### src/rtl/lext_pkg.sv
// Shared constants, types and the neighbor compare for the 3x3 local extremum detector.
package lext_pkg;

    localparam int MAX_COLS      = 32;
    localparam int SAMPLE_BITS   = 16;
    localparam int ROW_BITS      = 16;
    localparam int COL_BITS      = $clog2(MAX_COLS);
    localparam int CFG_COLS_BITS = 6;
    localparam int CFG_IDX_BITS  = 2;
    localparam int CFG_DATA_BITS = 16;

    // Result queue: two free slots per step in flight plus two for the step being taken.
    localparam int FIFO_DEPTH    = 8;
    localparam int FIFO_ROOM     = FIFO_DEPTH - 4;
    localparam int FIFO_IDX_BITS = $clog2(FIFO_DEPTH);
    localparam int FIFO_CNT_BITS = $clog2(FIFO_DEPTH + 1);

    typedef logic signed [SAMPLE_BITS-1:0] t_sample;

    typedef enum logic [CFG_IDX_BITS-1:0] {
        CFG_FIND_MINIMA = CFG_IDX_BITS'(0),
        CFG_COLS_IN_USE = CFG_IDX_BITS'(1),
        CFG_ROWS_IN_USE = CFG_IDX_BITS'(2)
    } t_cfg_idx;

    // One line store entry: rows r-1 (mid) and r-2 (top) at a column.
    typedef struct packed {
        t_sample mid;
        t_sample top;
    } t_pair;

    // One column of the 3x3 window.
    typedef struct packed {
        t_sample top;
        t_sample mid;
        t_sample bot;
    } t_column;

    // Position of a window step; row is the row of the bottom sample.
    typedef struct packed {
        logic                has_bot;
        logic [ROW_BITS-1:0] row;
        logic [COL_BITS-1:0] col;
        logic                row_end;
        logic                frame_end;
    } t_step;

    typedef struct packed {
        t_sample             value;
        logic [ROW_BITS-1:0] row;
        logic [COL_BITS-1:0] col;
        logic                is_ext;
        logic                last;
    } t_result;

    typedef struct packed {
        logic    valid;
        t_result res;
    } t_verdict;

    // A missing neighbor never spoils the verdict.
    function automatic logic beats(t_sample v, t_sample n, logic exists, logic find_min);
        beats = !exists || (find_min ? (v < n) : (v > n));
    endfunction

endpackage

### src/rtl/lext_line_mem.sv
// Line store: per column the two previous rows, synchronous read.
module lext_line_mem (
    input  logic                          i_clk,
    input  logic                          i_we,
    input  logic [lext_pkg::COL_BITS-1:0] i_waddr,
    input  lext_pkg::t_pair               i_wdata,
    input  logic [lext_pkg::COL_BITS-1:0] i_raddr,
    output lext_pkg::t_pair               o_rdata
);
    import lext_pkg::*;

    t_pair r_mem [MAX_COLS];
    t_pair r_rdata;

    always_ff @(posedge i_clk) begin
        if (i_we) begin
            r_mem[i_waddr] <= i_wdata;
        end
        r_rdata <= r_mem[i_raddr];
    end

    assign o_rdata = r_rdata;

endmodule

### src/rtl/lext_judge.sv
// 3x3 window registers and the strict extremum compare for up to two pixels per step.
module lext_judge (
    input  logic               i_clk,
    input  logic               i_rst_n,
    input  logic               i_adv,
    input  lext_pkg::t_step    i_step,
    input  lext_pkg::t_column  i_column,
    input  logic               i_find_minima,
    output lext_pkg::t_verdict o_res_a,
    output lext_pkg::t_verdict o_res_b
);
    import lext_pkg::*;

    t_column             r_w0;
    t_column             r_w1;
    t_column             r_w2;
    t_step               r_step;
    logic                r_step_valid;

    logic                has_top;
    logic                has_bot;
    logic                has_left_a;
    logic                ok_a;
    logic                ok_b;
    logic [ROW_BITS-1:0] center_row;

    always_ff @(posedge i_clk) begin
        if (!i_rst_n) begin
            r_step_valid <= 1'b0;
        end else begin
            r_step_valid <= i_adv;
        end
    end

    always_ff @(posedge i_clk) begin
        if (i_adv) begin
            r_w0   <= i_column;
            r_w1   <= r_w0;
            r_w2   <= r_w1;
            r_step <= i_step;
        end
    end

    // w0 is column c, w1 column c-1, w2 column c-2
    always_comb begin
        has_top    = r_step.row > ROW_BITS'(1);
        has_bot    = r_step.has_bot;
        has_left_a = r_step.col > COL_BITS'(1);
        center_row = r_step.row - ROW_BITS'(1);

        ok_a = beats(r_w1.mid, r_w2.top, has_left_a && has_top, i_find_minima)
            && beats(r_w1.mid, r_w2.mid, has_left_a, i_find_minima)
            && beats(r_w1.mid, r_w2.bot, has_left_a && has_bot, i_find_minima)
            && beats(r_w1.mid, r_w1.top, has_top, i_find_minima)
            && beats(r_w1.mid, r_w1.bot, has_bot, i_find_minima)
            && beats(r_w1.mid, r_w0.top, has_top, i_find_minima)
            && beats(r_w1.mid, r_w0.mid, 1'b1, i_find_minima)
            && beats(r_w1.mid, r_w0.bot, has_bot, i_find_minima);

        // last column: no right neighbors
        ok_b = beats(r_w0.mid, r_w1.top, has_top, i_find_minima)
            && beats(r_w0.mid, r_w1.mid, 1'b1, i_find_minima)
            && beats(r_w0.mid, r_w1.bot, has_bot, i_find_minima)
            && beats(r_w0.mid, r_w0.top, has_top, i_find_minima)
            && beats(r_w0.mid, r_w0.bot, has_bot, i_find_minima);

        o_res_a.valid      = r_step_valid && (r_step.row != '0) && (r_step.col != '0);
        o_res_a.res.value  = r_w1.mid;
        o_res_a.res.row    = center_row;
        o_res_a.res.col    = r_step.col - COL_BITS'(1);
        o_res_a.res.is_ext = ok_a;
        o_res_a.res.last   = 1'b0;

        o_res_b.valid      = r_step_valid && (r_step.row != '0) && r_step.row_end;
        o_res_b.res.value  = r_w0.mid;
        o_res_b.res.row    = center_row;
        o_res_b.res.col    = r_step.col;
        o_res_b.res.is_ext = ok_b;
        o_res_b.res.last   = r_step.frame_end;
    end

endmodule

### src/rtl/lext_out_fifo.sv
// Result queue: takes up to two words a cycle, hands out one.
module lext_out_fifo (
    input  logic                               i_clk,
    input  logic                               i_rst_n,
    input  lext_pkg::t_verdict                 i_push_a,
    input  lext_pkg::t_verdict                 i_push_b,
    input  logic                               i_pop,
    output logic                               o_valid,
    output lext_pkg::t_result                  o_head,
    output logic [lext_pkg::FIFO_CNT_BITS-1:0] o_count
);
    import lext_pkg::*;

    t_result                  r_mem [FIFO_DEPTH];
    logic [FIFO_IDX_BITS-1:0] r_head;
    logic [FIFO_IDX_BITS-1:0] r_tail;
    logic [FIFO_CNT_BITS-1:0] r_count;

    logic [FIFO_IDX_BITS-1:0] tail_p1;
    logic [FIFO_IDX_BITS-1:0] tail_p2;
    logic [FIFO_IDX_BITS-1:0] head_p1;
    logic [FIFO_CNT_BITS-1:0] n_push;
    logic [FIFO_CNT_BITS-1:0] n_pop;

    function automatic logic [FIFO_IDX_BITS-1:0] inc(logic [FIFO_IDX_BITS-1:0] i);
        inc = (i == FIFO_IDX_BITS'(FIFO_DEPTH - 1)) ? '0 : i + FIFO_IDX_BITS'(1);
    endfunction

    always_comb begin
        tail_p1 = inc(r_tail);
        tail_p2 = inc(tail_p1);
        head_p1 = inc(r_head);
        n_push  = FIFO_CNT_BITS'(i_push_a.valid) + FIFO_CNT_BITS'(i_push_b.valid);
        n_pop   = FIFO_CNT_BITS'(i_pop);
    end

    always_ff @(posedge i_clk) begin
        if (!i_rst_n) begin
            r_head  <= '0;
            r_tail  <= '0;
            r_count <= '0;
        end else begin
            if (i_push_a.valid) begin
                r_tail <= i_push_b.valid ? tail_p2 : tail_p1;
            end
            if (i_pop) begin
                r_head <= head_p1;
            end
            r_count <= r_count + n_push - n_pop;
        end
    end

    // b is only ever present together with a
    always_ff @(posedge i_clk) begin
        if (i_push_a.valid) begin
            r_mem[r_tail] <= i_push_a.res;
        end
        if (i_push_b.valid) begin
            r_mem[tail_p1] <= i_push_b.res;
        end
    end

    assign o_valid = r_count != '0;
    assign o_head  = r_mem[r_head];
    assign o_count = r_count;

endmodule

### src/rtl/local_extremum_3x3.sv
// Top level of the strict 3x3 local extremum detector over a raster frame.
//
//   channel   direction  handshake                  payload
//   in        sink       i_in_valid / o_in_stall    i_sample
//   out       source     o_out_valid / i_out_stall  o_center_value, o_center_row,
//                                                   o_center_col, o_is_extremum,
//                                                   o_frame_last
//   cfg       sink       i_cfg_we                   i_cfg_index, i_cfg_wdata
//
// One sample a cycle while o_in_stall is low; the verdict for pixel (r-1, c-1) is formed
// in the window register once sample (r, c) is taken and leaves through the result queue.
// The frame's final sample is followed by a flush over every column with o_in_stall high,
// one last-row column read from the line store per cycle while the queue has room.
// The input also stalls while the result queue lacks room for two steps of words, so
// a stalled output backs up into the input.
// Synchronous active-low reset clears counters and queue and restores the register defaults; no line store clearing.
module local_extremum_3x3 (
    input  logic                               i_clk,
    input  logic                               i_rst_n,
    input  logic                               i_in_valid,
    output logic                               o_in_stall,
    input  logic signed [lext_pkg::SAMPLE_BITS-1:0] i_sample,
    output logic                               o_out_valid,
    input  logic                               i_out_stall,
    output logic signed [lext_pkg::SAMPLE_BITS-1:0] o_center_value,
    output logic [lext_pkg::ROW_BITS-1:0]      o_center_row,
    output logic [lext_pkg::COL_BITS-1:0]      o_center_col,
    output logic                               o_is_extremum,
    output logic                               o_frame_last,
    input  logic                               i_cfg_we,
    input  logic [lext_pkg::CFG_IDX_BITS-1:0]  i_cfg_index,
    input  logic [lext_pkg::CFG_DATA_BITS-1:0] i_cfg_wdata
);
    import lext_pkg::*;

    // configuration, held as effective last indexes
    logic                     r_find_minima;
    logic [COL_BITS-1:0]      r_last_col;
    logic [ROW_BITS-1:0]      r_last_row;

    // position of the next sample; r_col doubles as the flush column
    logic [COL_BITS-1:0]      r_col;
    logic [ROW_BITS-1:0]      r_row;
    logic                     r_flush;
    logic [COL_BITS-1:0]      n_col;
    logic [ROW_BITS-1:0]      n_row;
    logic                     n_flush;

    logic                     cfg_hit;
    logic [CFG_COLS_BITS-1:0] cfg_cols;
    logic [ROW_BITS-1:0]      cfg_rows;
    logic [COL_BITS-1:0]      cfg_last_col;
    logic [ROW_BITS-1:0]      cfg_last_row;

    logic                     room;
    logic                     adv_in;
    logic                     adv_sweep;
    logic                     adv;
    logic                     row_end;
    logic                     frame_end;

    t_pair                    rd_pair;
    t_pair                    wr_pair;
    t_step                    step;
    t_column                  column;
    t_verdict                 res_a;
    t_verdict                 res_b;
    t_result                  head;
    logic                     out_valid;
    logic [FIFO_CNT_BITS-1:0] fifo_count;

    // ---------------- configuration ----------------
    always_comb begin
        cfg_cols = i_cfg_wdata[CFG_COLS_BITS-1:0];
        cfg_rows = i_cfg_wdata[ROW_BITS-1:0];

        // columns saturate into 2..MAX_COLS
        if (cfg_cols < CFG_COLS_BITS'(2)) begin
            cfg_last_col = COL_BITS'(1);
        end else if (cfg_cols > CFG_COLS_BITS'(MAX_COLS)) begin
            cfg_last_col = COL_BITS'(MAX_COLS - 1);
        end else begin
            cfg_last_col = COL_BITS'(cfg_cols - CFG_COLS_BITS'(1));
        end

        // zero or one row counts as two
        if (cfg_rows < ROW_BITS'(2)) begin
            cfg_last_row = ROW_BITS'(1);
        end else begin
            cfg_last_row = cfg_rows - ROW_BITS'(1);
        end

        unique case (i_cfg_index)
            CFG_FIND_MINIMA,
            CFG_COLS_IN_USE,
            CFG_ROWS_IN_USE: cfg_hit = i_cfg_we;
            default:         cfg_hit = 1'b0;
        endcase
    end

    always_ff @(posedge i_clk) begin
        if (!i_rst_n) begin
            r_find_minima <= 1'b0;
            r_last_col    <= COL_BITS'(MAX_COLS - 1);
            r_last_row    <= ROW_BITS'(1);
        end else if (i_cfg_we) begin
            unique case (i_cfg_index)
                CFG_FIND_MINIMA: r_find_minima <= i_cfg_wdata[0];
                CFG_COLS_IN_USE: r_last_col    <= cfg_last_col;
                CFG_ROWS_IN_USE: r_last_row    <= cfg_last_row;
                default:         ;
            endcase
        end
    end

    // ---------------- stepping ----------------
    // Each step (a sample, or one flush column) may push two words once it is in the window register.
    assign room       = fifo_count <= FIFO_CNT_BITS'(FIFO_ROOM);
    assign o_in_stall = r_flush || !room;
    assign adv_in     = i_in_valid && !o_in_stall;
    assign adv_sweep  = r_flush && room;
    assign adv        = adv_in || adv_sweep;
    assign row_end    = r_col == r_last_col;
    assign frame_end  = row_end && (r_row == r_last_row);

    always_comb begin
        n_col   = r_col;
        n_row   = r_row;
        n_flush = r_flush;
        if (cfg_hit) begin
            // any register write restarts the frame
            n_col   = '0;
            n_row   = '0;
            n_flush = 1'b0;
        end else if (adv_in) begin
            if (row_end) begin
                n_col = '0;
                if (frame_end) begin
                    n_row   = '0;
                    n_flush = 1'b1;
                end else begin
                    n_row = r_row + ROW_BITS'(1);
                end
            end else begin
                n_col = r_col + COL_BITS'(1);
            end
        end else if (adv_sweep) begin
            if (row_end) begin
                n_col   = '0;
                n_flush = 1'b0;
            end else begin
                n_col = r_col + COL_BITS'(1);
            end
        end
    end

    always_ff @(posedge i_clk) begin
        if (!i_rst_n) begin
            r_col   <= '0;
            r_row   <= '0;
            r_flush <= 1'b0;
        end else begin
            r_col   <= n_col;
            r_row   <= n_row;
            r_flush <= n_flush;
        end
    end

    // The line store is read one column ahead (at n_col), so rd_pair always holds
    // the entry for r_col. The flush treats the frame's last row as the middle row of
    // a virtual row below it that has no bottom samples.
    always_comb begin
        wr_pair.mid = i_sample;
        wr_pair.top = rd_pair.mid;

        column.top = rd_pair.top;
        column.mid = rd_pair.mid;
        column.bot = adv_in ? i_sample : '0;

        step.has_bot   = adv_in;
        step.row       = adv_in ? r_row : r_last_row + ROW_BITS'(1);
        step.col       = r_col;
        step.row_end   = row_end;
        step.frame_end = !adv_in;
    end

    lext_line_mem u_line_mem (
        .i_clk   (i_clk),
        .i_we    (adv_in),
        .i_waddr (r_col),
        .i_wdata (wr_pair),
        .i_raddr (n_col),
        .o_rdata (rd_pair)
    );

    lext_judge u_judge (
        .i_clk         (i_clk),
        .i_rst_n       (i_rst_n),
        .i_adv         (adv),
        .i_step        (step),
        .i_column      (column),
        .i_find_minima (r_find_minima),
        .o_res_a       (res_a),
        .o_res_b       (res_b)
    );

    lext_out_fifo u_out_fifo (
        .i_clk    (i_clk),
        .i_rst_n  (i_rst_n),
        .i_push_a (res_a),
        .i_push_b (res_b),
        .i_pop    (out_valid && !i_out_stall),
        .o_valid  (out_valid),
        .o_head   (head),
        .o_count  (fifo_count)
    );

    assign o_out_valid    = out_valid;
    assign o_center_value = head.value;
    assign o_center_row   = head.row;
    assign o_center_col   = head.col;
    assign o_is_extremum  = head.is_ext;
    assign o_frame_last   = head.last;

endmodule

### config.mk
export PLATFORM = sky130hd
export DESIGN_NAME = local_extremum_3x3
export DESIGN_NICKNAME = d
export VERILOG_FILES = /design/src/rtl/lext_pkg.sv /design/src/rtl/lext_line_mem.sv /design/src/rtl/lext_judge.sv /design/src/rtl/lext_out_fifo.sv /design/src/rtl/local_extremum_3x3.sv
export SDC_FILE = /design/constraint.sdc
export NUM_CORES = 2
export LEC_CHECK = 0
export BUFFER_PORTS_ARGS = -buffer_cell sky130_fd_sc_hd__buf_2
export CAP_MARGIN = 20
export CORE_MARGIN = 8
export CORE_UTILIZATION = 57
export DETAILED_ROUTE_END_ITERATION = 10
export PLACE_DENSITY = 0.82
export SETUP_SLACK_MARGIN = 0.5
export SLEW_MARGIN = 20
export SYNTH_ARGS = -nofsm -noshare
export SYNTH_HDL_FRONTEND = slang
export SYNTH_SLANG_ARGS = --single-unit
### constraint.sdc
create_clock -name i_clk -period 6.41 [get_ports i_clk]
set_input_delay 0.9615 -clock i_clk [delete_from_list [all_inputs] [get_ports i_clk]]
set_output_delay 0.9615 -clock i_clk [all_outputs]
set_load 0.01 [all_outputs]
==> reports/metrics.csv <==
stage,metric,value,unit
min_path,Worst Hold Class,register to register,
pwr,P_sw,8.08,mW
yosys,Avg Inst Size Synth,15.4,um^2
pwr,clock power share,0.326,
yosys,ys async rst share,0,
timing,fin crit share,0.744,
setup_path,r2r setup slk,1.64,ns
timing,Layout Skew,0.0401,ns
timing,FMAX,210,MHz
yosys,sequential area share after synthesis,0.696,
layout,Area Overhead vs Synth,11.1,%
layout,area taken by flip-flops and latches,47000,um^2
placement,DP Area,69800,um^2
pwr,switching share of power,0.290,
clock_tree,cts hold-fix bufs,0,
pwr,Power Density,372,nW/um^2
setup_path,Worst setup EP type,register,
layout,number of fill cells,7771,
floorplan,core area,118000,um^2
run_status,outcome,"finished, final reports clean",
yosys,synth warn,0,
floorplan,initial core utilization,0.573,
yosys,Main synth FF type,edfxtp_1,
timing,fin worst setup slack,1.64,ns
setup_path,CP Launch Type,register,
yosys,Post-Syn Area,67500,um^2
yosys,"EDFF count, synth",1504,
yosys,simple-gate portion of the synthesized area,0.0499,
clock_tree,clock-pin slew on the worst setup and hold paths,0.06,ns
clock_tree,CTS tree,yes,
clock_tree,H-tree depth,4,
global_routing,initial antenna violation count,4,
pwr,VDD IR max,0.380,mV
detailed_routing,DRC,0,
placement,HPWL after detailed placement,97.8,mm
yosys,largest family of logic cells by synthesized area,compound AO/OA/AOI/OAI gates,
pwr,Flop pwr share,0.496,
yosys,cells after synthesis,4370,
placement,routability congestion estimate,0.866,
detailed_routing,Final ANT Viol Nets,0,
pwr,Gate power share,0.178,
floorplan,Die X,360,um
detailed_routing,iteration-0 DRC count of the detailed router,6243,
clock_tree,Sink Count,1594,
yosys,Compound-Gate Fraction of Synth Area,0.100,
setup_path,cell chain of the critical path,"inv_1, ha_1, o21a_1, or3_1, or2_2, inv_1, nand2_1, nor2_4, buf_4",
layout,cell area after layout,75000,um^2
timing,Final min period,4.77,ns
clock_tree,Root Driver,clkbuf_16,
clock_tree,clk buf depth,3,
layout,"commonest cells after routing, fill and taps aside","edfxtp_1, nand2_1, mux2i_1, o221ai_1, ha_1",
timing,Fin. Hold Viols,0,
yosys,post-synthesis mux area share,0.0725,
layout,"commonest non-fill, non-tap cell in the layout",edfxtp_1,
setup_path,worst path bufs/invs,3,
layout,layout cells sized above 1,0.131,
detailed_routing,Pre-antenna DRT Iters,6,
global_routing,largest net degree at the start of global routing,170,
pwr,LEAKAGE,24.8,nW
timing,Slew Limit Fails,0,
yosys,Adder-Cell Fraction of Synth Area,0.0403,
timing,hold slack final,0.408,ns
floorplan,die height,360,um
timing,max_slew headroom,0.239,
global_routing,Total Routing Usage GR,0.261,
yosys,XOR/XNOR Fraction of Synth Area,0.0147,
timing,Worst Tran Pin Value,1.14,ns
clock_tree,CTS resizes,0,
setup_path,highest-delay cell along the critical path,nor2_4,
floorplan,Die Area,130000,um^2
yosys,post-synthesis register bit count,1594,
detailed_routing,DR vias,41600,
setup_path,critical path arrival,5.22,ns
pwr,Power Total,27.9,mW
placement,PortBufs,79,
global_routing,vias in the first global route,41300,
floorplan,io pins,80,
setup_path,Setup CP Type,register to register,
global_routing,global-route wire length before repair,259,mm
clock_tree,post-CTS setup buffers,0,
placement,Placement Setup Slack,1.66,ns
layout,multi-input logic area,19200,um^2
setup_path,CP dominant cell by count,inv_1,
layout,nets@finish,4685,
run,max-cap violation count,0,
detailed_routing,drt total wl,176,mm
setup_path,CP top delay family,simple AND/OR/NAND/NOR gates,
detailed_routing,wire per inst,28.9,um
global_routing,GRT overflow,0,
setup_path,critical path required time,6.86,ns
timing,RSZ-0062 raised after global routing,false,
clock_tree,clk_lat worst skew,0.77,ns
yosys,Unique masters post-synth,76,
yosys,Mapped Nets,4626,
detailed_routing,DR vias/cell,6.83,
timing,setup tns final,0,ns
setup_path,worst-path fanout max,27,
floorplan,row count,126,
pwr,P_int,19.8,mW
clock_tree,cts bufs inserted,154,
timing,setup violators final,0,
setup_path,peak per-stage delay on the critical path,1.06,ns
[layout make-up]
type / count / area share
antenna: 1 / 0.0000334
multi-input combinational: 2350 / 0.256
timing repair buffer: 165 / 0.0162
clock buffer: 195 / 0.0554
inverter: 164 / 0.00826
sequential: 1594 / 0.627
tap: 1536 / 0.0256
clock inverter: 88 / 0.0120
[synth_stat cells, types with 24 or more instances]
master	number	share of area
a21o_1	26	0.0029
a21oi_1	210	0.016
a221o_1	128	0.019
a41o_1	31	0.0046
and2_1	27	0.0025
buf_2	58	0.0043
clkbuf_1	161	0.0090
dfxtp_1	90	0.027
edfxtp_1	1504	0.67
ha_1	216	0.040
inv_1	163	0.0091
mux2_2	42	0.0070
mux2i_1	266	0.039
mux4_2	78	0.026
nand2_1	294	0.016
nand3_1	45	0.0033
nand4_1	46	0.0043
nor2_1	120	0.0067
nor2b_1	32	0.0030
nor3_1	24	0.0018
nor4_1	46	0.0043
o21ai_0	170	0.013
o221ai_1	253	0.033
xnor2_1	70	0.0091
xor2_1	43	0.0056
[worst reg2reg max path: stages, from the launching register on]
cell and delay (ns):
dfxtp_1 0.36, inv_1 0.07, ha_1 0.23, o21a_1 0.15
or3_1 0.38, or2_2 0.42, inv_1 0.68, nand2_1 0.68
nor2_4 1.07, buf_4 0.41
[power by group through the flow]
stage	sequential, mW	clock, mW	combinational [mW]
2_1_floorplan	13.4	0	3.44
3_3_place_gp	14.0	0	4.60
3_5_place_dp	14.0	0	4.80
4_1_cts	13.8	9.12	4.88
5_1_grt	13.9	9.51	5.42
6_report	13.8	9.08	4.97
[metal layers]
layer,routed length (um),up-vias,part of all wire,track usage
met2,84600,3225,0.48,0.428
met1,62100,20300,0.35,0.336
li1,-,17500,-,-
met4,8350,4,0.048,0.117
met3,20800,589,0.12,0.0566
met5,25,-,0.00014,0
[per-stage QoR]
| stage | util | instances |
|---|---|---|
| floorplan | - | 4370 |
| CTS | 0.636 | 6089 |
| global placement | 0.593 | 5806 |
| detailed placement | 0.593 | 5806 |
| global route | 0.637 | 6092 |
| finish | 0.637 | 6093 |
[path summary, 6_finish.rpt]
| path | start | endpoint | cells past startpoint |
|---|---|---|---|
| max | u_out_fifo.o_count[3] | u_line_mem.r_mem[23][1] | 9 |
| min | u_line_mem.o_rdata[1] | u_judge.r_w0[33] | 0 |
| max reg2reg | u_out_fifo.o_count[3] | u_line_mem.r_mem[23][1] | 9 |
| min reg2reg | u_line_mem.o_rdata[1] | u_judge.r_w0[33] | 0 |
[kinds of logic (layout without fill, tap and decap cells)]
group	after synthesis	in the layout
and+or+nand+nor	706	706
DFF	1594	1594
buffers and inverters	426	612
muxes	386	386
xor gates and xnor gates	113	113
other	0	1
AOI/OAI and AO/OA	928	928
adders and majority gates	217	217
[registers in the layout, summed over array words and instances (netlist names), named ones only]
name,cells
u_out_fifo.r_mem,312
r_last_row,16
u_judge.r_w0,32
r_find_minima,1
r_last_col,5
u_out_fifo.r_tail,3
u_judge.r_step,17
u_judge.r_w1,32
u_out_fifo.r_head,3
u_judge.has_bot,1
u_judge.r_step_valid,1
u_line_mem.r_mem,1024
u_judge.o_res_a,16
u_judge.r_w2,48
u_out_fifo.o_count,4
r_col,5
u_judge.o_res_b,22
u_line_mem.o_rdata,32
r_flush,1
r_row,16
(Power assumes the default switching activity.)
